==> config.mk <==
export PLATFORM = sky130hd
export DESIGN_NAME = hape_isqrt
export DESIGN_NICKNAME = d
export VERILOG_FILES = /design/src/sv/hape_pkg.sv /design/src/sv/hape_isqrt.sv
export SDC_FILE = /design/constraint.sdc
export NUM_CORES = 1
export LEC_CHECK = 0
export BUFFER_PORTS_ARGS = -buffer_cell sky130_fd_sc_hd__buf_2
export CORE_MARGIN = 8
export CORE_UTILIZATION = 35
export CTS_CLUSTER_DIAMETER = 40
export DETAILED_ROUTE_END_ITERATION = 8
export PLACE_DENSITY = 0.57
export REMOVE_ABC_BUFFERS = 1
export SLEW_MARGIN = 0
export SYNTH_ARGS = -nofsm -noshare
export SYNTH_HDL_FRONTEND = slang
export SYNTH_SLANG_ARGS = --single-unit
export TNS_END_PERCENT = 1
==> constraint.sdc <==
create_clock -name i_clk -period 4.4 [get_ports i_clk]
set_input_delay 0.88 -clock i_clk [delete_from_list [all_inputs] [get_ports i_clk]]
set_output_delay 0.88 -clock i_clk [all_outputs]
set_load 0.05 [all_outputs]
==> src/sv/hape_pkg.sv <==
// Shared types, constants and the arctangent step table of the harmonic estimator.
`default_nettype none
package hape_pkg;

    localparam logic OP_LOAD     = 1'b0;
    localparam logic OP_ESTIMATE = 1'b1;

    localparam int CORDIC_STEPS  = 22;
    localparam int HALF_PI_UNITS = 8388608;
    localparam logic [17:0] AMP_MAX = 18'h3FFFF;

    typedef struct packed {
        logic               operation;
        logic [8:0]         bin_index;
        logic signed [15:0] bin_real;
        logic signed [15:0] bin_imag;
        logic [6:0]         harmonic_number;
        logic [15:0]        pitch_bins;
    } t_in;

    typedef struct packed {
        logic [6:0]         harmonic_out;
        logic [17:0]        amplitude;
        logic signed [15:0] phase;
    } t_out;

    // Angle of each micro-rotation, in units of pi/2^24.
    function automatic logic [22:0] atan_step(input logic [4:0] idx);
        logic [22:0] v;
        unique case (idx)
            5'd0:    v = 23'd4194304;
            5'd1:    v = 23'd2476042;
            5'd2:    v = 23'd1308273;
            5'd3:    v = 23'd664100;
            5'd4:    v = 23'd333339;
            5'd5:    v = 23'd166832;
            5'd6:    v = 23'd83436;
            5'd7:    v = 23'd41721;
            5'd8:    v = 23'd20861;
            5'd9:    v = 23'd10430;
            5'd10:   v = 23'd5215;
            5'd11:   v = 23'd2608;
            5'd12:   v = 23'd1304;
            5'd13:   v = 23'd652;
            5'd14:   v = 23'd326;
            5'd15:   v = 23'd163;
            5'd16:   v = 23'd81;
            5'd17:   v = 23'd41;
            5'd18:   v = 23'd20;
            5'd19:   v = 23'd10;
            5'd20:   v = 23'd5;
            5'd21:   v = 23'd3;
            default: v = 23'd0;
        endcase
        return v;
    endfunction

endpackage
`default_nettype wire

==> src/sv/hape_isqrt.sv <==
// Iterative floor square root, two radicand bits per cycle.
`default_nettype none
module hape_isqrt
    import hape_pkg::*;
#(
    parameter int EW = 41
) (
    input  wire logic          i_clk,
    input  wire logic          i_rst_n,
    input  wire logic          i_start,
    input  wire logic [EW-1:0] i_value,
    output logic               o_done,
    output logic [17:0]        o_root
);

    localparam int NI = (EW + 1) / 2;
    localparam int RW = NI + 3;
    localparam int CW = $clog2(NI + 1);

    logic [2*NI-1:0] r_val;
    logic [RW-1:0]   r_rem;
    logic [NI-1:0]   r_root;
    logic [CW-1:0]   r_cnt;
    logic            r_busy;
    logic            r_done;

    logic [RW-1:0] rem_sh;
    logic [RW-1:0] trial;
    logic          take;

    assign rem_sh = {r_rem[RW-3:0], r_val[2*NI-1 -: 2]};
    assign trial  = RW'({r_root, 2'b01});
    assign take   = rem_sh >= trial;

    always_ff @(posedge i_clk) begin
        if (!i_rst_n) begin
            r_busy <= 1'b0;
            r_done <= 1'b0;
        end else begin
            r_done <= 1'b0;
            if (i_start) begin
                r_val  <= (2*NI)'(i_value);
                r_rem  <= '0;
                r_root <= '0;
                r_cnt  <= CW'(NI);
                r_busy <= 1'b1;
            end else if (r_busy) begin
                r_val <= {r_val[2*NI-3:0], 2'b00};
                if (take) begin
                    r_rem  <= rem_sh - trial;
                    r_root <= {r_root[NI-2:0], 1'b1};
                end else begin
                    r_rem  <= rem_sh;
                    r_root <= {r_root[NI-2:0], 1'b0};
                end
                r_cnt <= r_cnt - 1'b1;
                if (r_cnt == CW'(1)) begin
                    r_busy <= 1'b0;
                    r_done <= 1'b1;
                end
            end
        end
    end

    assign o_done = r_done;
    assign o_root = (r_root > NI'(AMP_MAX)) ? AMP_MAX : r_root[17:0];

endmodule
`default_nettype wire

==> flow_results.org, run 1 <==
** Setup path
- STA classifies the critical path startpoint as a flip-flop.
- For the worst setup path, the data arrival time is 3.02 ns.
- Critical Path Most Common Cell :: a21oi_1
- The critical path is of the reg2reg type.
- For the worst setup path, the data required time is 4.49 ns.
- Delay contributed by the slowest stage of the critical path :: 0.39 ns
- Along the worst path, the maximum fanout reaches 17.
- Launch point of the critical path :: r_rem[5]
- Source of the worst register-to-register timing path :: r_rem[5]
- The slowest stage of the critical path is the edfxtp_1 cell.
- Kind of end point of the critical path :: flip-flop
- The critical path goes through ha_1 > a21oi_1 > o21ai_0 > a21oi_1 > a21oi_1 > a2111oi_4 > buf_4 > mux2i_1 > nor2_1.

** Pwr
- VDD IR-drop max :: 0.000241 V
- Total power for the finished layout comes to 2.40 mW.
- Summed over all cells, the static leakage comes to 2.30 nW.
- Dividing total power by cell area gives a power density of 407 nW/um2.

** Job
- Maximum Capacitance Violations :: 0

** Logic synthesis
- Synth Flop Type :: edfxtp_1
- Counting every instance in the synthesized netlist gives 438.
- Dominant cell by count in the synthesized netlist :: edfxtp_1
- Synthesis warning total :: 0
- Yosys mapped a number of flops with a built-in enable equal to 90.
- Synth area leaders :: edfxtp_1 53%, mux2_2 8.6%, ha_1 6.1%
- Top cell type's share of synthesized area :: 53.1%
- In this run the cell area of the synthesized design comes to 5090 um2.
- Summing the sequential cell areas from Yosys gives 53.9% of the chip area.
- Yosys mapped the design onto 47 distinct sky130hd cell types.
- Synth Register Bits :: 92
- Mean Syn Cell Area :: 11.6 um2
- Most used standard cells in the synthesized netlist :: 90 x edfxtp_1, 57 x nor2_1, 39 x mux2_2
- Top cell type by total area after synthesis :: edfxtp_1
- Counting flops with an async set or reset pin after synthesis yields a share of 0%.

** Timing
- The routed design could run at a clock period as short as 2.93 ns.
- Number of slew-limit violations in the final report :: 0
- Hold Violations, Final :: 0
- Period Utilization, post-route :: 66.5%
- Setup Skew :: 0.00596 ns
- Achievable frequency :: 342 MHz
- Transition at the pin with the smallest max-transition slack :: 0.864 ns
- Post-route worst hold slack :: 0.498 ns
- RSZ-0062 raised after global routing :: no
- Final setup margin :: 1.47 ns
- Setup violations remaining at the end of the flow were counted as 0.
- Post-route setup TNS :: 0 ns
- Slew HR :: 42.4%

** Clocking
- Post-CTS Resized :: 0
- Cts bufs inserted :: 9
- Clk slew on worst S/H paths :: 0.07 ns
- Number of sinks handled by clock tree synthesis :: 92
- Clock network latency to the later pin of the worst-skew pair :: 0.35 ns
- The H-tree was split into 3 levels.
- # Post-CTS Setup Buffers :: 0
- Hold_buf cts :: 0
- Clk Tree Root Cell :: clkbuf_16
- TritonCTS built the clock tree.
- Maximum buffer depth of the clock tree :: 2

** Layout
- The number of antenna diodes in the final layout is 0.
- From synthesis to final layout, the design area changed by 15.9%.
- Finished Cell Area :: 5900 um2
- The post-route netlist has 26.1% of its cells at a drive strength greater than 1.
- Total number of nets in the final design :: 569

** Routing
- Detailed Route Iter0 Violations :: 190
- For this run, the detailed router's first-pass iteration total came to 4.
- In the routed design, unresolved DRC markers number 0.
- The detail route stage leaves a number of antenna-violating nets equal to 0.
- The detailed router placed 3438 vias in this run.
- After detailed routing, the number of vias per cell comes to 4.99.
- DRT Wirelength :: 10.7 mm
- Dividing the detail-routed wire length by the instance count gives 15.5 um.

** Placed design
- After legalization and detailed placement, the total HPWL measured 7.59 mm.
- IO Port Bufs :: 62
- Placer Congestion :: 0.862
- OpenSTA, run right after detailed placement, puts the worst setup slack at 1.46 ns.
- Placed instance area :: 5600 um2

** Global route
- Across every metal layer, demand over resource in global routing totals 12.2%.
- The first global-routing pass estimated 17.7 mm of wire.
- The number of global-route vias before repair is 3577.
- Pin count of the biggest net entering global routing :: 62
- The number of antenna violations at the first check in global routing was 2.
- Global route overflow :: 0

** Die
- IO Pins :: 63
- Chip Height :: 137 um
- The core region is 14400 um2.
- Die width :: 137 um
- Die Area :: 18700 um2
- Initial Util :: 35.4%
- The floorplan has 44 rows.

** Hold path
- Type of the most critical hold path :: reg2reg
- Startpoint of the most critical hold path :: r_busy

** Outcome
- Outcome :: complete, no violations
## final timing paths
check / slack (ns) / endpoint / depth (start not counted)
setup / recovery: 1.47 / r_rem[13] / 9
setup reg to reg: 1.47 / r_rem[13] / 9
hold reg to reg: 0.50 / o_done / 1
hold / removal: 0.50 / o_done / 1
## worst max-delay path: cells and delay by family (launching register included)
| kind | cells | cell delay, ns |
|---|---|---|
| AOI/OAI and AO/OA | 5 | 1.20 |
| DFF | 1 | 0.39 |
| and+or+nand+nor | 1 | 0.06 |
| adders and majority gates | 1 | 0.37 |
| buffers and inverters | 1 | 0.32 |
| muxes | 1 | 0.32 |
## cell usage in the layout (no fill, tap or decap), drive strengths merged, types with 6 or more instances in the layout
| cell type | Yosys | layout |
|---|---|---|
| buf | 7 | 69 |
| mux2i | 15 | 15 |
| o21a | 6 | 6 |
| nand4 | 6 | 6 |
| edfxtp | 90 | 90 |
| xnor2 | 16 | 16 |
| nor2 | 57 | 57 |
| a21oi | 27 | 27 |
| clkbuf | 11 | 10 |
| inv | 31 | 32 |
| ha | 25 | 25 |
| nand2 | 38 | 38 |
| mux2 | 39 | 39 |
| o21ai | 12 | 12 |
## metal layers
layer  vias up  GRT usage [%]  wire (um)  share of wire [%]
met2        75           18.2       4780                 45
met4         4           5.13        169                1.6
li1       1712              -          -                  -
met5         -              0         22               0.21
met1      1630           15.0       4820                 45
met3        17           5.47        879                8.2
## per-stage QoR
stage | cells | util, %
detailed placement | 673 | 38.9
floorplan | 420 | -
finish | 689 | 41.0
global placement | 673 | 38.9
CTS | 689 | 41.0
global route | 689 | 41.0
## power breakdown
part | leakage (nW) | switching (mW) | internal, mW
sequential | 0.884 | 0.0269 | 1.05
clock | 0.143 | 0.346 | 0.446
combinational | 1.27 | 0.310 | 0.223
## layout make-up
type                    count  area [um2]
clock buffers              10         229
clock inverters             6        72.6
fillers                  1406        8470
inverters                  31         116
multi-input cells         297        2140
flip-flops and latches     92        2740
well taps                 184         230
repair buffers             69         363
## sequential cells by signal, indices dropped and copies added (netlist names)
register and cells:
r_val 42, r_rem 22, r_root 21, r_cnt 5, o_done 1, r_busy 1
## cells by family (layout without fill, tap and decap cells)
group | after synthesis | in the layout | synth area share (%)
simple gates | 124 | 124 | 10.6
flops | 92 | 92 | 53.9
compound gates | 73 | 73 | 9.98
mux | 54 | 54 | 11.6
buf+inv | 49 | 116 | 4.23
fa+ha+maj | 25 | 25 | 6.15
xor+xnor | 21 | 21 | 3.61
No activity file was read; power rests on OpenSTA's default activity.
==> inputs of run 2 (changes only) <==
==> constraint.sdc (replaced) <==
create_clock -name i_clk -period 3 [get_ports i_clk]
set_input_delay 0.6 -clock i_clk [delete_from_list [all_inputs] [get_ports i_clk]]
set_output_delay 0.6 -clock i_clk [all_outputs]
set_load 0.05 [all_outputs]
==> run 2 against run 1 <==
Non-clock buffer count grew 5. Utilization grew 0.51 points. Worst hold slack lost 0.0077 ns. Critical endpoint is now r_rem[21]. Highest routed layer is now met4. Largest cell class unchanged.
==> flow_results.org, run 2 (same netlist as run 1, synthesis figures left out) <==
** Clocking
- Number of sinks handled by clock tree synthesis :: 92 (unchanged)
- Hold_buf cts :: 0 (unchanged)
- Clk Tree Root Cell :: clkbuf_16 (unchanged)
- The H-tree level count came to 3 (unchanged).
- Maximum buffer depth of the clock tree :: 2 (unchanged)
- Clk slew on worst S/H paths :: 0.07 ns (about the same)
- Clock network latency to the later pin of the worst-skew pair :: 0.34 ns (was 0.35 ns)
- Cts bufs inserted :: 9 (unchanged)
- The CTS tree is built (unchanged).

** Die
- The total number of placement rows came to 44 (unchanged).
- The width of the die is 137 um (unchanged).
- The top-level port count came to 63 (unchanged).
- The die boundary height was 137 um (unchanged).
- Die Area :: 18700 um2 (unchanged)
- Area inside the core boundary :: 14400 um2 (unchanged)
- Initial Util :: 35.4% (unchanged)

** Layout
- Most frequent standard cell in the layout excluding fill and tap cells :: edfxtp_1 (unchanged)
- Antenna cells :: 0 (unchanged)
- Top library cells by usage in the layout, fill and taps aside :: 90 x edfxtp_1, 62 x buf_2, 57 x nor2_1 (unchanged)
- The number of flip-flops under the largest register name is 42 (unchanged).
- Total number of nets in the final design :: 574 (was 569)
- Proportion of layout cells with a drive suffix above 1 :: 27.3% (was 26.1%)
- Top Registers :: r_val x42, r_rem x22, r_root x21 (unchanged)
- The register bank with the most flops is r_val (unchanged).
- The relative area change from synthesis to final layout came to 17.3% (was 15.9%).

** Global route
- The global-route total usage across every layer is 12.0% (was 12.2%).
- Number of global-route vias before repair :: 3593 (was 3577)
- The total congestion overflow after global routing was 0 (unchanged).
- The pin count of the biggest net entering global routing is 92 (was 62).
- Initial antenna violation count :: 0 (was 2)
- Global-route wire length before repair :: 17.9 mm (was 17.7 mm)

** Timing
- Achievable frequency :: 358 MHz (was 342 MHz)
- RSZ-0062 raised after global routing: no (unchanged).
- The number of failing setup endpoints in the final timing report is 0 (unchanged).
- Post-route setup TNS :: 0 ns (unchanged)
- The clock skew after layout was 0.00998 ns (was 0.00596 ns).
- Transition at the pin with the smallest max-transition slack :: 0.508 ns (was 0.864 ns)
- Number of slew-limit violations in the final report :: 0 (unchanged)
- Hold Violations, Final :: 0 (unchanged)
- Slew HR :: 66.1% (was 42.4%)
- The final critical-path share of the clock period was 93.2% (was 66.5%).
- Final critical-path required period :: 2.80 ns (was 2.93 ns)

** Routing
- Detail-routed net length per standard cell :: 15.5 um (about the same)
- Via count of the routed design :: 3484 (was 3438)
- The number of remaining DRC errors came to 0 (unchanged).
- Post-detailed-route via-to-cell ratio :: 5.02 (was 4.99)
- DRT Wirelength :: 10.7 mm (about the same)
- Final antenna-violating net count :: 0 (unchanged)
- Router iterations before antenna repair :: 5 (was 4)
- Detailed Route Iter0 Violations :: 161 (was 190)

** Pwr
- Overall Power :: 3.46 mW (was 2.40 mW)
- LEAKAGE :: 2.33 nW (was 2.30 nW)
- VDD IR-drop max :: 0.000369 V (was 0.000241 V)
- The total power per unit cell area came to 580 nW/um2 (was 407 nW/um2).

** Setup path
- The minimum setup slack among reg-to-reg paths is 0.20 ns (was 1.47 ns).
- Data required time of the worst path :: 3.10 ns (was 4.49 ns)
- Startpoint types :: flip-flop (unchanged)
- Highest fanout seen on the critical path :: 10 (was 17)
- Critical Path AT :: 2.90 ns (was 3.02 ns)
- The type of the worst setup path was reg2reg (unchanged).
- Kind of end point of the critical path :: flip-flop (unchanged)

** Hold path
- Type of the most critical hold path :: reg2reg (unchanged)

** Placed design
- Post-detail-place hpwl :: 7.65 mm (was 7.59 mm)
- The final weighted congestion in routability-driven placement was 0.872 (was 0.862).
- The number of I/O port buffers was 62 (unchanged).

** Outcome
- Outcome :: complete, no violations (unchanged)

** Job
- Maximum Capacitance Violations :: 0 (unchanged)
-- run 2: final timing paths --
| path | start | endpoint | depth (start not counted) |
|---|---|---|---|
| min reg2reg | r_busy | o_done | 1 |
| max reg2reg | r_root[9] | r_rem[21] | 11 |
| max | r_root[9] | r_rem[21] | 11 |
| min | r_busy | o_done | 1 |
-- run 2: stage by stage --
| stage | utilization, % | std cells | hold slack, ns | instance area [um2] | setup WS, ns |
|---|---|---|---|---|---|
| CTS | 41.2 | 692 | 0.490 | 5930 | 0.131 |
| floorplan | - | 420 | 0.454 | 4990 | -0.291 |
| global route | 41.6 | 694 | 0.498 | 5970 | 0.0374 |
| finish | 41.6 | 694 | 0.490 | 5970 | 0.203 |
| global placement | 39.4 | 676 | 0.481 | 5660 | 0.197 |
| detailed placement | 39.4 | 676 | 0.481 | 5660 | 0.157 |
-- run 2: repair_timing --
| action | in CTS | in global routing |
|---|---|---|
| endpoints found under the setup margin | 0 | 9 |
| setup buffers | 0 | 1 |
| gates resized for setup | 0 | 3 |
-- run 2: layout make-up --
| type | count | area, um2 |
|---|---|---|
| Fill cell | 1366 | 8400 |
| Sequential cell | 92 | 2740 |
| Multi-Input combinational cell | 297 | 2160 |
| Timing Repair Buffer | 74 | 455 |
| Clock buffer | 11 | 233 |
| Tap cell | 184 | 230 |
| Inverter | 31 | 116 |
| Clock inverter | 5 | 37.5 |
-- run 2: power breakdown --
group          switching (mW)  total [mW]  leakage (nW)  internal [mW]
Sequential             0.0385        1.58         0.884           1.54
Combinational           0.471       0.830          1.32          0.359
Clock                   0.486        1.05         0.126          0.565
-- run 2: routing by layer --
| metal | track usage, % | routed length (um) |
|---|---|---|
| met5 | 0 | 0 |
| met4 | 3.90 | 153 |
| met3 | 4.92 | 772 |
| met2 | 17.9 | 4740 |
| met1 | 15.6 | 5060 |
-- run 2: worst max-delay path, cell delays in order, from the launching register on --
cell,delay [ns]
edfxtp_1,0.37
inv_1,0.13
ha_1,0.32
a21oi_2,0.22
o21a_1,0.16
o221a_2,0.21
o221ai_2,0.12
a2111oi_4,0.42
buf_4,0.20
clkbuf_16,0.15
mux2i_1,0.18
nor2_1,0.06
