<file path="src/sv/hape_pkg.sv">
// Shared types, constants and the arctangent step table of the harmonic estimator.
`default_nettype none
package hape_pkg;

    localparam logic OP_LOAD     = 1'b0;
    localparam logic OP_ESTIMATE = 1'b1;

    localparam int CORDIC_STEPS  = 22;
    localparam int HALF_PI_UNITS = 8388608;
    localparam logic [17:0] AMP_MAX = 18'h3FFFF;

    typedef struct packed {
        logic               operation;
        logic [8:0]         bin_index;
        logic signed [15:0] bin_real;
        logic signed [15:0] bin_imag;
        logic [6:0]         harmonic_number;
        logic [15:0]        pitch_bins;
    } t_in;

    typedef struct packed {
        logic [6:0]         harmonic_out;
        logic [17:0]        amplitude;
        logic signed [15:0] phase;
    } t_out;

    // Angle of each micro-rotation, in units of pi/2^24.
    function automatic logic [22:0] atan_step(input logic [4:0] idx);
        logic [22:0] v;
        unique case (idx)
            5'd0:    v = 23'd4194304;
            5'd1:    v = 23'd2476042;
            5'd2:    v = 23'd1308273;
            5'd3:    v = 23'd664100;
            5'd4:    v = 23'd333339;
            5'd5:    v = 23'd166832;
            5'd6:    v = 23'd83436;
            5'd7:    v = 23'd41721;
            5'd8:    v = 23'd20861;
            5'd9:    v = 23'd10430;
            5'd10:   v = 23'd5215;
            5'd11:   v = 23'd2608;
            5'd12:   v = 23'd1304;
            5'd13:   v = 23'd652;
            5'd14:   v = 23'd326;
            5'd15:   v = 23'd163;
            5'd16:   v = 23'd81;
            5'd17:   v = 23'd41;
            5'd18:   v = 23'd20;
            5'd19:   v = 23'd10;
            5'd20:   v = 23'd5;
            5'd21:   v = 23'd3;
            default: v = 23'd0;
        endcase
        return v;
    endfunction

endpackage
`default_nettype wire

</file>
<file path="src/sv/hape_cordic.sv">
// Iterative vectoring CORDIC that returns atan2 as a Q15 fraction of pi.
`default_nettype none
module hape_cordic
    import hape_pkg::*;
(
    input  wire logic               i_clk,
    input  wire logic               i_rst_n,
    input  wire logic               i_start,
    input  wire logic signed [15:0] i_re,
    input  wire logic signed [15:0] i_im,
    output logic                    o_done,
    output logic signed [15:0]      o_phase
);

    logic signed [33:0] r_x;
    logic signed [33:0] r_y;
    logic signed [26:0] r_z;
    logic [4:0]         r_i;
    logic               r_busy;
    logic               r_fin;
    logic               r_done;
    logic signed [15:0] r_phase;

    logic signed [33:0] xs;
    logic signed [33:0] ys;
    logic signed [33:0] dx;
    logic signed [33:0] dy;
    logic signed [26:0] at;
    logic signed [26:0] zr;

    assign xs = {{4{i_re[15]}}, i_re, 14'b0};
    assign ys = {{4{i_im[15]}}, i_im, 14'b0};
    assign dx = r_y >>> r_i;
    assign dy = r_x >>> r_i;
    assign at = $signed({4'b0, atan_step(r_i)});
    assign zr = (r_z + 27'sd256) >>> 9;

    always_ff @(posedge i_clk) begin
        if (!i_rst_n) begin
            r_busy <= 1'b0;
            r_fin  <= 1'b0;
            r_done <= 1'b0;
        end else begin
            r_done <= 1'b0;
            r_fin  <= 1'b0;
            if (i_start) begin
                if (i_re == 16'sd0 && i_im == 16'sd0) begin
                    r_phase <= '0;
                    r_done  <= 1'b1;
                end else begin
                    r_busy <= 1'b1;
                    r_i    <= '0;
                    if (xs < 0 && ys >= 0) begin
                        r_x <= ys;
                        r_y <= -xs;
                        r_z <= 27'(HALF_PI_UNITS);
                    end else if (xs < 0) begin
                        r_x <= -ys;
                        r_y <= xs;
                        r_z <= -27'(HALF_PI_UNITS);
                    end else begin
                        r_x <= xs;
                        r_y <= ys;
                        r_z <= '0;
                    end
                end
            end else if (r_busy) begin
                if (r_y > 0) begin
                    r_x <= r_x + dx;
                    r_y <= r_y - dy;
                    r_z <= r_z + at;
                end else if (r_y < 0) begin
                    r_x <= r_x - dx;
                    r_y <= r_y + dy;
                    r_z <= r_z - at;
                end
                r_i <= r_i + 1'b1;
                if (r_i == 5'(CORDIC_STEPS - 1)) begin
                    r_busy <= 1'b0;
                    r_fin  <= 1'b1;
                end
            end else if (r_fin) begin
                // Round to Q15 and clamp; an angle of exactly pi lands on the top code.
                if (zr > 27'sd32767) begin
                    r_phase <= 16'sh7FFF;
                end else if (zr < -27'sd32768) begin
                    r_phase <= 16'sh8000;
                end else begin
                    r_phase <= zr[15:0];
                end
                r_done <= 1'b1;
            end
        end
    end

    assign o_done  = r_done;
    assign o_phase = r_phase;

endmodule
`default_nettype wire

</file>
<file path="config.mk">
export PLATFORM = sky130hd
export DESIGN_NAME = hape_cordic
export DESIGN_NICKNAME = d
export VERILOG_FILES = /design/src/sv/hape_pkg.sv /design/src/sv/hape_cordic.sv
export SDC_FILE = /design/constraint.sdc
export NUM_CORES = 1
export LEC_CHECK = 0
export BUFFER_PORTS_ARGS = -buffer_cell sky130_fd_sc_hd__buf_2
export CAP_MARGIN = 20
export CORE_MARGIN = 2
export CORE_UTILIZATION = 57
export DETAILED_ROUTE_END_ITERATION = 8
export PLACE_DENSITY = 0.83
export SYNTH_ARGS = -nofsm -noshare
export SYNTH_HDL_FRONTEND = slang
export SYNTH_SLANG_ARGS = --single-unit
</file>
<file path="constraint.sdc">
create_clock -name i_clk -period 12.25 [get_ports i_clk]
set_clock_uncertainty 0.2 [all_clocks]
set_input_delay 0.6125 -clock i_clk [delete_from_list [all_inputs] [get_ports i_clk]]
set_output_delay 0.6125 -clock i_clk [all_outputs]
set_load 0.03 [all_outputs]
</file>
==> results by stage, run 1 <==
Die:
- During I/O placement, the number of pins put on the boundary was 52.
- The initial core utilization is 57.7%.
- From bottom edge to top edge, the die measures 182 um.
- The area of the core region is 31,400 sq um.
- Row generation in the floorplan step produced 65 rows.
- The area of the die is 33,200 sq um.
- The die outline width is 182 um.

Routing:
- For this block, the routed nets add up to 57,400 um of wire.
- The routed layout has 17,382 vias.
- The number of remaining DRC errors is 0.
- The number of routed nets with antenna violations is 0.
- In this run, the number of DRC markers left after iteration 0 of detailed routing was 2,303.
- The iteration count of the initial detailed-routing pass is 7.
- In the routed layout, each cell is associated on average with a via count of 6.88.
- The routed wirelength normalized by instance count is 22.7 um.

Critical path:
- The worst setup path is launched from a flop.
- In this run the worst setup path begins at r_i[0]$_DFFE_PP_.
- The highest fanout seen on the critical path is 56.
- The endpoint identified for the worst register-to-register timing path is r_y[30]$_DFFE_PP_.
- STA classifies the critical path endpoint as a flop.
- Across all register-to-register paths, the minimum setup slack is 3830 ps.
- The setup path with the least slack is of type reg2reg.
- For the worst setup path, the data required time is 12,360 ps.
- The data arrival time of the worst path is 8530 ps.
- The number of cells on the worst reg-to-reg path is 21.
- In this run the worst setup path terminates at r_y[30]$_DFFE_PP_.
- The worst register-to-register path begins at r_i[0]$_DFFE_PP_.

Global route:
- The pin count of the biggest net entering global routing is 86.
- The number of global-route vias before repair was 15,840.
- The number of antenna violations at the first check in global routing is 1.
- Global routing consumed, over all layers together, 34.5% of the routing resources.
- Global routing finished with a remaining overflow of 0.
- The first global-routing pass estimated 89,900 um of wire.

STA:
- The setup-violating endpoint count in the final report is 0.
- The final period utilization is 68.7%.
- Headroom to the max-slew limit came out at 27.3%.
- The total negative setup slack is 0 ps.
- For the pin with the worst max-slew slack, the measured transition is 1080 ps.
- The final number of max-transition violations is 0.
- The maximum clock frequency is 119 MHz.
- The number of hold violations in the final report is 0.
- After layout, the worst setup slack is 3830 ps.
- Setup repair after global routing left no endpoint under its margin.
- Counting I/O delays and the setup requirement, the final critical path takes 8420 ps.

Synth:
- The proportion of netlist area held by the largest area contributor is 19.2%.
- The average instance in the mapped netlist occupies 8.48 sq um.
- By area the synthesized netlist is led by sky130_fd_sc_hd__edfxtp_1, sky130_fd_sc_hd__ha_1, sky130_fd_sc_hd__mux4_2.
- The number of synthesized flops with an enable pin is 116.
- The synthesis-stage register bit count is 142.
- The cell type with the highest aggregate area in the netlist is sky130_fd_sc_hd__edfxtp_1.
- The most numerous cell in the Yosys netlist is sky130_fd_sc_hd__nor2_1.
- Ranked by instance count, the synthesized netlist is headed by sky130_fd_sc_hd__nor2_1, sky130_fd_sc_hd__nand2_1, sky130_fd_sc_hd__a21oi_1.
- Sequential elements use 22.1% of the synthesized area.
- The mapped cell area is 18,100 sq um.
- The count of warnings emitted by yosys is 0.
- Of all flip-flops after synthesis, the portion carrying an async set or reset was 0%.
- When the netlist entered floorplanning its net count stood at 2,282.
- The netlist uses 100 different library cells.
- Synthesis produced 2,136 cells.
- The prevailing post-synth register cell is sky130_fd_sc_hd__edfxtp_1.

Finish:
- The net count of the finished layout is 2,256.
- The layout overhead on the synthesized area is 5.14%.
- Cells fill 60.7% of the core in the end.
- The post-route netlist has 11.2% of its cells at a drive strength greater than 1.

Pwr:
- The worst-case vdd ir drop is 0.000127 V.
- For this design the total switching power over the nets is 1.76 mW.
- The proportion of power drawn by combinational gates is 63.0%.
- Sequential cells burn 22.9% of the power.
- The power density of the placed cells is 196 nW/um^2.
- The static power due to leakage is 7.50 nW.
- Cell internal power was estimated by the tool at 1.98 mW.
- In this run switching power makes up 47.0% of total power.
- The total chip power is 3.74 mW.
- The clock network accounts for 14.2% of the total power.

Placement:
- The post-DP HPWL is 42,600 um.
- Timing analysis after detailed placement gives a worst setup slack of 3970 ps.
- Routability-driven placement finished with a final weighted congestion of 0.990.
- Buffers placed on the I/O ports in this run total 51.

Hold path:
- The tightest min-delay check is of the in2reg type.

Job:
- The count of max-cap constraint violations is 0.

Clock tree:
- The clock sink count is 142.
- For the worst-skew pair, the clock arrives at the later sink with an insertion delay of 460 ps.
- The number of buffers inserted for hold repair after clock tree synthesis is 0.
- In this run the clock root is driven by a sky130_fd_sc_hd__clkbuf_16.
- The maximum clock path buffer count is 2.
- The number of setup buffers added after CTS is 0.
- After clock tree synthesis, the clock-pin slew on the worst setup and hold paths is 70 ps.
- The number of buffers created by CTS is 17.
- The number of H-tree levels is 4.
- Once the clock tree was built, the resizer swapped 0 gates to a different size.
- TritonCTS built the clock tree.

Status:
- The flow ran to the end, and the final reports show no timing, DRC or antenna violations.
-- stage by stage --
step	instance area [sq um]	hold WS, ps	cells
floorplan	18100	283	2136
detailed placement	18500	386	2492
global route	19100	301	2525
CTS	19000	288	2524
finish	19100	304	2526
global placement	18500	376	2492
-- logic make-up (layout without fill, tap and decap cells) --
group,after synthesis,count (layout),synth area share [%]
adder cells (fa/ha/maj),111,111,7.79
AO/OA/AOI/OAI,632,632,22.3
flip-flops,142,142,22.1
buffers and inverters,198,185,5.16
other,0,1,0
XOR/XNOR,194,194,9.38
AND/OR/NAND/NOR,705,705,19.0
multiplexers,154,154,14.3
-- registers in the layout, indices dropped and copies added (netlist names) --
| name | flops |
|---|---|
| r_busy | 1 |
| r_y | 34 |
| r_fin | 1 |
| at | 23 |
| r_i | 5 |
| r_x | 34 |
| r_z | 27 |
| o_phase | 16 |
| o_done | 1 |
-- power groups by stage --
stage               Clock (mW)  Combinational, mW  Sequential (mW)
global placement             0               2.22            0.845
floorplan                    0               1.83            0.766
detailed placement           0               2.29            0.852
global route             0.551               2.59            0.857
CTS                      0.535               2.30            0.842
finish                   0.531               2.36            0.856
-- critical path, stage by stage (launching register included) --
cell,delay [ps]
sky130_fd_sc_hd__edfxtp_1,470
sky130_fd_sc_hd__buf_4,630
sky130_fd_sc_hd__buf_4,580
sky130_fd_sc_hd__mux4_1,700
sky130_fd_sc_hd__mux4_2,470
sky130_fd_sc_hd__mux2i_1,280
sky130_fd_sc_hd__nor4b_1,490
sky130_fd_sc_hd__nand3_1,250
sky130_fd_sc_hd__nor4_2,580
sky130_fd_sc_hd__inv_1,140
sky130_fd_sc_hd__o21a_1,220
sky130_fd_sc_hd__xor2_1,140
sky130_fd_sc_hd__ha_1,370
sky130_fd_sc_hd__and4_1,260
sky130_fd_sc_hd__a21oi_1,230
sky130_fd_sc_hd__o21ai_0,110
sky130_fd_sc_hd__a2111oi_0,410
sky130_fd_sc_hd__a21oi_1,230
sky130_fd_sc_hd__a221oi_1,610
sky130_fd_sc_hd__o21ai_0,290
sky130_fd_sc_hd__a2111o_1,460
sky130_fd_sc_hd__nand4_1,90
-- layout make-up --
class | count | area, sq um
Timing Repair Buffer | 80 | 475
Tap cell | 402 | 503
Clock inverter | 9 | 70.1
Multi-Input combinational cell | 1796 | 13200
Clock buffer | 23 | 522
Inverter | 73 | 274
Sequential cell | 142 | 4000
Fill cell | 2718 | 12300
Antenna cell | 1 | 2.50
-- placed cells by master, fill, tap and decap left out, drive strengths merged, types with 14 or more instances in the layout --
master,synthesis,routed
o21ai,144,144
nor2b,21,21
a31oi,25,25
a211oi,19,19
or3,18,18
a21oi,180,180
nor2,204,204
inv,71,73
nor3b,14,14
clkbuf,72,24
dfxtp,26,26
o21a,19,19
mux4,74,74
nand2,191,191
and3,16,16
xnor2,108,108
nor4,26,26
mux2,33,33
mux2i,47,47
nand4,21,21
edfxtp,116,116
a21o,54,54
and2,20,20
xor2,86,86
nand2b,31,31
o31ai,25,25
o21bai,18,18
ha,108,108
o211ai,37,37
nand3,46,46
buf,52,79
nor3,57,57
-- worst min path at each step --
| stage | start | endpoint | cells past startpoint |
|---|---|---|---|
| 2_1_floorplan | r_fin$_SDFF_PP0_ | o_done$_SDFF_PN0_ | 2 |
| 3_3_place_gp | r_busy$_SDFFE_PN0N_ | r_fin$_SDFF_PP0_ | 2 |
| 3_5_place_dp | r_busy$_SDFFE_PN0N_ | r_fin$_SDFF_PP0_ | 2 |
| 4_1_cts | i_rst_n | r_busy$_SDFFE_PN0N_ | 2 |
| 5_1_grt | i_rst_n | r_busy$_SDFFE_PN0N_ | 2 |
| 6_report | i_rst_n | r_busy$_SDFFE_PN0N_ | 2 |
-- per-layer routing --
layer | part of all wire, % | track usage [%] | vias up | routed length [um]
met3 | 11 | 7.36 | 157 | 6210
li1 | - | - | 7997 | -
met4 | 3.4 | 12.1 | 0 | 1970
met2 | 43 | 52.1 | 1037 | 24900
met1 | 42 | 49.1 | 8191 | 24300
met5 | 0 | 0 | - | 0
Power figures use the tool's default switching activity.
==> run 2, diff against run 1 <==
clock period = 8 ns   (was 12.25 ns; I/O delays follow)
==> run 2 against run 1 <==
- via count up 1.5%
- combinational power up 55%
- largest power group unchanged
- critical endpoint unchanged
- power up 53%
- maximum frequency up 12%
- first-iteration DRC count up 1.0%
- highest routed layer is now met5
==> results by stage, run 2 (synthesis results as in run 1) <==
Status:
- The flow ran to the end, and the final reports show no timing, DRC or antenna violations.

STA:
- The transition at the pin with the smallest max-transition slack is 957 ps.
- The final number of max-transition violations was 0.
- Setup repair after global routing left no endpoint under its margin.
- Counting I/O delays and the setup requirement, the final critical path takes 7500 ps.
- The maximum clock frequency is 133 MHz.
- Measured against its own limit, the worst slew margin works out to 36.2%.
- The worst path meets setup with 503 ps of slack.
- The number of hold violations in the final report is 0.
- Adding up every negative setup slack in the final design gives 0 ps.
- Final hold analysis gives a worst-case slack of 89.2 ps.
- Setup violations remaining at the end of the flow were counted as 0.
- The final period utilization is 93.7%.

Critical path:
- The destination of the worst register-to-register timing path is r_y[30]$_DFFE_PP_.
- The worst reg2reg path startpoint is r_i[0]$_DFFE_PP_.
- The logic depth of the worst register-to-register path is 20.
- The worst setup path is launched from a flop.
- Tracing the worst setup path back leads to its startpoint at r_i[0]$_DFFE_PP_.
- The highest fanout seen on the critical path is 12.
- Data arrives at the worst endpoint at 7590 ps.
- STA classifies the critical path endpoint as a flop.
- The critical path ends at r_y[30]$_DFFE_PP_.
- The setup path with the least slack is of type reg2reg.
- The setup slack of the worst register-to-register path is 500 ps.
- The data required time of the worst path is 8100 ps.

Routing:
- For this run, design rule violations remaining after detail routing come to 0.
- The iteration count of the initial detailed-routing pass is 6.
- The detailed-route wire length is 58,000 um.
- The number of routed nets with antenna violations is 0.
- The detailed router finished its first iteration with 2,326 violations.
- The average vias per placed instance is 6.96.
- The routed wirelength normalized by instance count is 22.9 um.
- The detailed router placed 17,646 vias in this run.

Finish:
- The final-layout fill cell count is 2,695.
- The largest registers in the layout are r_x: 34 flops, r_y: 34 flops, r_z: 27 flops.
- For this run, the share of the core covered by cells in the final layout is 60.9%.
- The count of placed standard cells in the final layout, fillers left out is 2,536.
- The net total in the final layout is 2,267.
- The layout overhead on the synthesized area is 5.46%.
- Leaving out fill and tap cells, the most frequent cells in the layout are sky130_fd_sc_hd__nor2_1, sky130_fd_sc_hd__nand2_1, sky130_fd_sc_hd__a21oi_1, sky130_fd_sc_hd__o21ai_0, sky130_fd_sc_hd__edfxtp_1.
- The number of antenna diodes in the final layout is 0.
- The most common cell after layout, fill and taps aside is sky130_fd_sc_hd__nor2_1.
- Once layout is done, the placed cells without fillers occupy 19,100 sq um.
- The share of post-route cells with drive strength above 1 is 11.6%.

Placement:
- The instance area after placement is 18,500 sq um.
- The count of buffers added on input and output ports is 51.
- At the placement stage, the worst setup path has a slack of 468 ps.
- At the end of routability-driven placement, the weighted congestion stood at 1.05.
- The number of placed cells counting well taps is 2,499.
- The wire-length estimate of the detail-placed layout is 43,500 um.

Pwr:
- The total chip power is 5.73 mW.
- The power density of the placed cells is 300 nW/um^2.
- Across the VDD grid, the largest voltage drop is 0.000170 V.
- The static power due to leakage is 7.54 nW.

Global route:
- In the global route stage, overall resource usage came out at 34.6%.
- The global-route wire length before repair is 90,700 um.
- The number of global-route vias before repair is 16,087.
- The total overflow left after global routing is 0.
- The number of antenna violations at the first check in global routing was 1.
- The pin count of the biggest net entering global routing is 93.

Clock tree:
- In this run the deepest clock path goes through 2 buffers.
- The clock tree synthesis step divided the H-tree into 4 levels.
- After clock tree synthesis, the clock-pin slew on the worst setup and hold paths is 70 ps.
- The number of buffers inserted for hold repair after clock tree synthesis is 0.
- The buffer cell driving the clock tree root is sky130_fd_sc_hd__clkbuf_16.
- The count of cells resized by post-cts repair is 0.
- The clock tree from TritonCTS is built.
- For the worst-skew pair, the clock arrives at the later sink with an insertion delay of 440 ps.
- The clock sink count is 142.
- Buffers inserted during clock tree synthesis total 17.
- The number of setup buffers added after CTS is 0.

Job:
- The tool flagged a number of max-cap violations equal to 0.

Hold path:
- The worst min-delay path class is in2reg.

Die:
- In this run the count of I/O pins placed on the die edge is 52.
- The die is 182 um wide.
- The initial core utilization is 57.7%.
- The floorplan row count is 65.
- The overall die height is 182 um.
- The area of the die is 33,200 sq um.
- The area of the core region is 31,400 sq um.
## run 2: cell count changes in the layout (fill, tap and decap cells not counted), sizes merged
cell      change
buf          +11
clkbuf        -1
clkinv        -2
clkinvlp      +1
diode         -1
inv           +2
## run 2: routing by layer
metal  GRT usage, %  vias to the layer above  routed length [um]
met5              0                        -                  13
met4           13.1                        2                2370
met3           6.92                      182                6500
met2           51.5                     1155               24600
met1           49.6                     8297               24500
li1               -                     8010                   -
## run 2: how the worst min path moves through the flow
stage,start,to,slack (ps),depth (start not counted)
floorplan,r_fin$_SDFF_PP0_,o_done$_SDFF_PN0_,280,2
global placement,r_fin$_SDFF_PP0_,o_done$_SDFF_PN0_,320,2
detailed placement,r_fin$_SDFF_PP0_,o_done$_SDFF_PN0_,330,2
CTS,i_rst_n,r_busy$_SDFFE_PN0N_,80,2
global route,i_rst_n,r_busy$_SDFFE_PN0N_,100,2
finish,i_rst_n,r_busy$_SDFFE_PN0N_,90,2
## run 2: final cells by class
class / count / area [sq um] / area share [%]
multi-input cells: 1796 / 13200 / 69.1
flip-flops and latches: 142 / 4000 / 20.9
repair buffers: 91 / 574 / 3.00
well taps: 402 / 503 / 2.63
clock buffers: 22 / 475 / 2.49
inverters: 73 / 274 / 1.43
clock inverters: 10 / 77.6 / 0.406
## run 2: report_power, final
group / internal [mW] / switching (mW) / leakage [nW]
combinational: 1.55 / 2.10 / 5.94
sequential: 1.04 / 0.273 / 1.33
clock: 0.427 / 0.348 / 0.270
## run 2: critical path, stage by stage, from the launching register on
cell	delay (ps)
sky130_fd_sc_hd__edfxtp_1	730
sky130_fd_sc_hd__buf_4	270
sky130_fd_sc_hd__mux4_1	590
sky130_fd_sc_hd__mux4_2	470
sky130_fd_sc_hd__mux2i_1	330
sky130_fd_sc_hd__nor4b_1	510
sky130_fd_sc_hd__nand3_1	260
sky130_fd_sc_hd__nor4_4	480
sky130_fd_sc_hd__and2_0	360
sky130_fd_sc_hd__nor2_1	100
sky130_fd_sc_hd__xnor2_1	220
sky130_fd_sc_hd__ha_1	330
sky130_fd_sc_hd__a21o_1	180
sky130_fd_sc_hd__a21o_1	170
sky130_fd_sc_hd__a21o_1	190
sky130_fd_sc_hd__a2111oi_0	280
sky130_fd_sc_hd__a21oi_1	230
sky130_fd_sc_hd__a221oi_1	560
sky130_fd_sc_hd__o21ai_0	310
sky130_fd_sc_hd__a2111o_1	480
sky130_fd_sc_hd__nand4_1	90
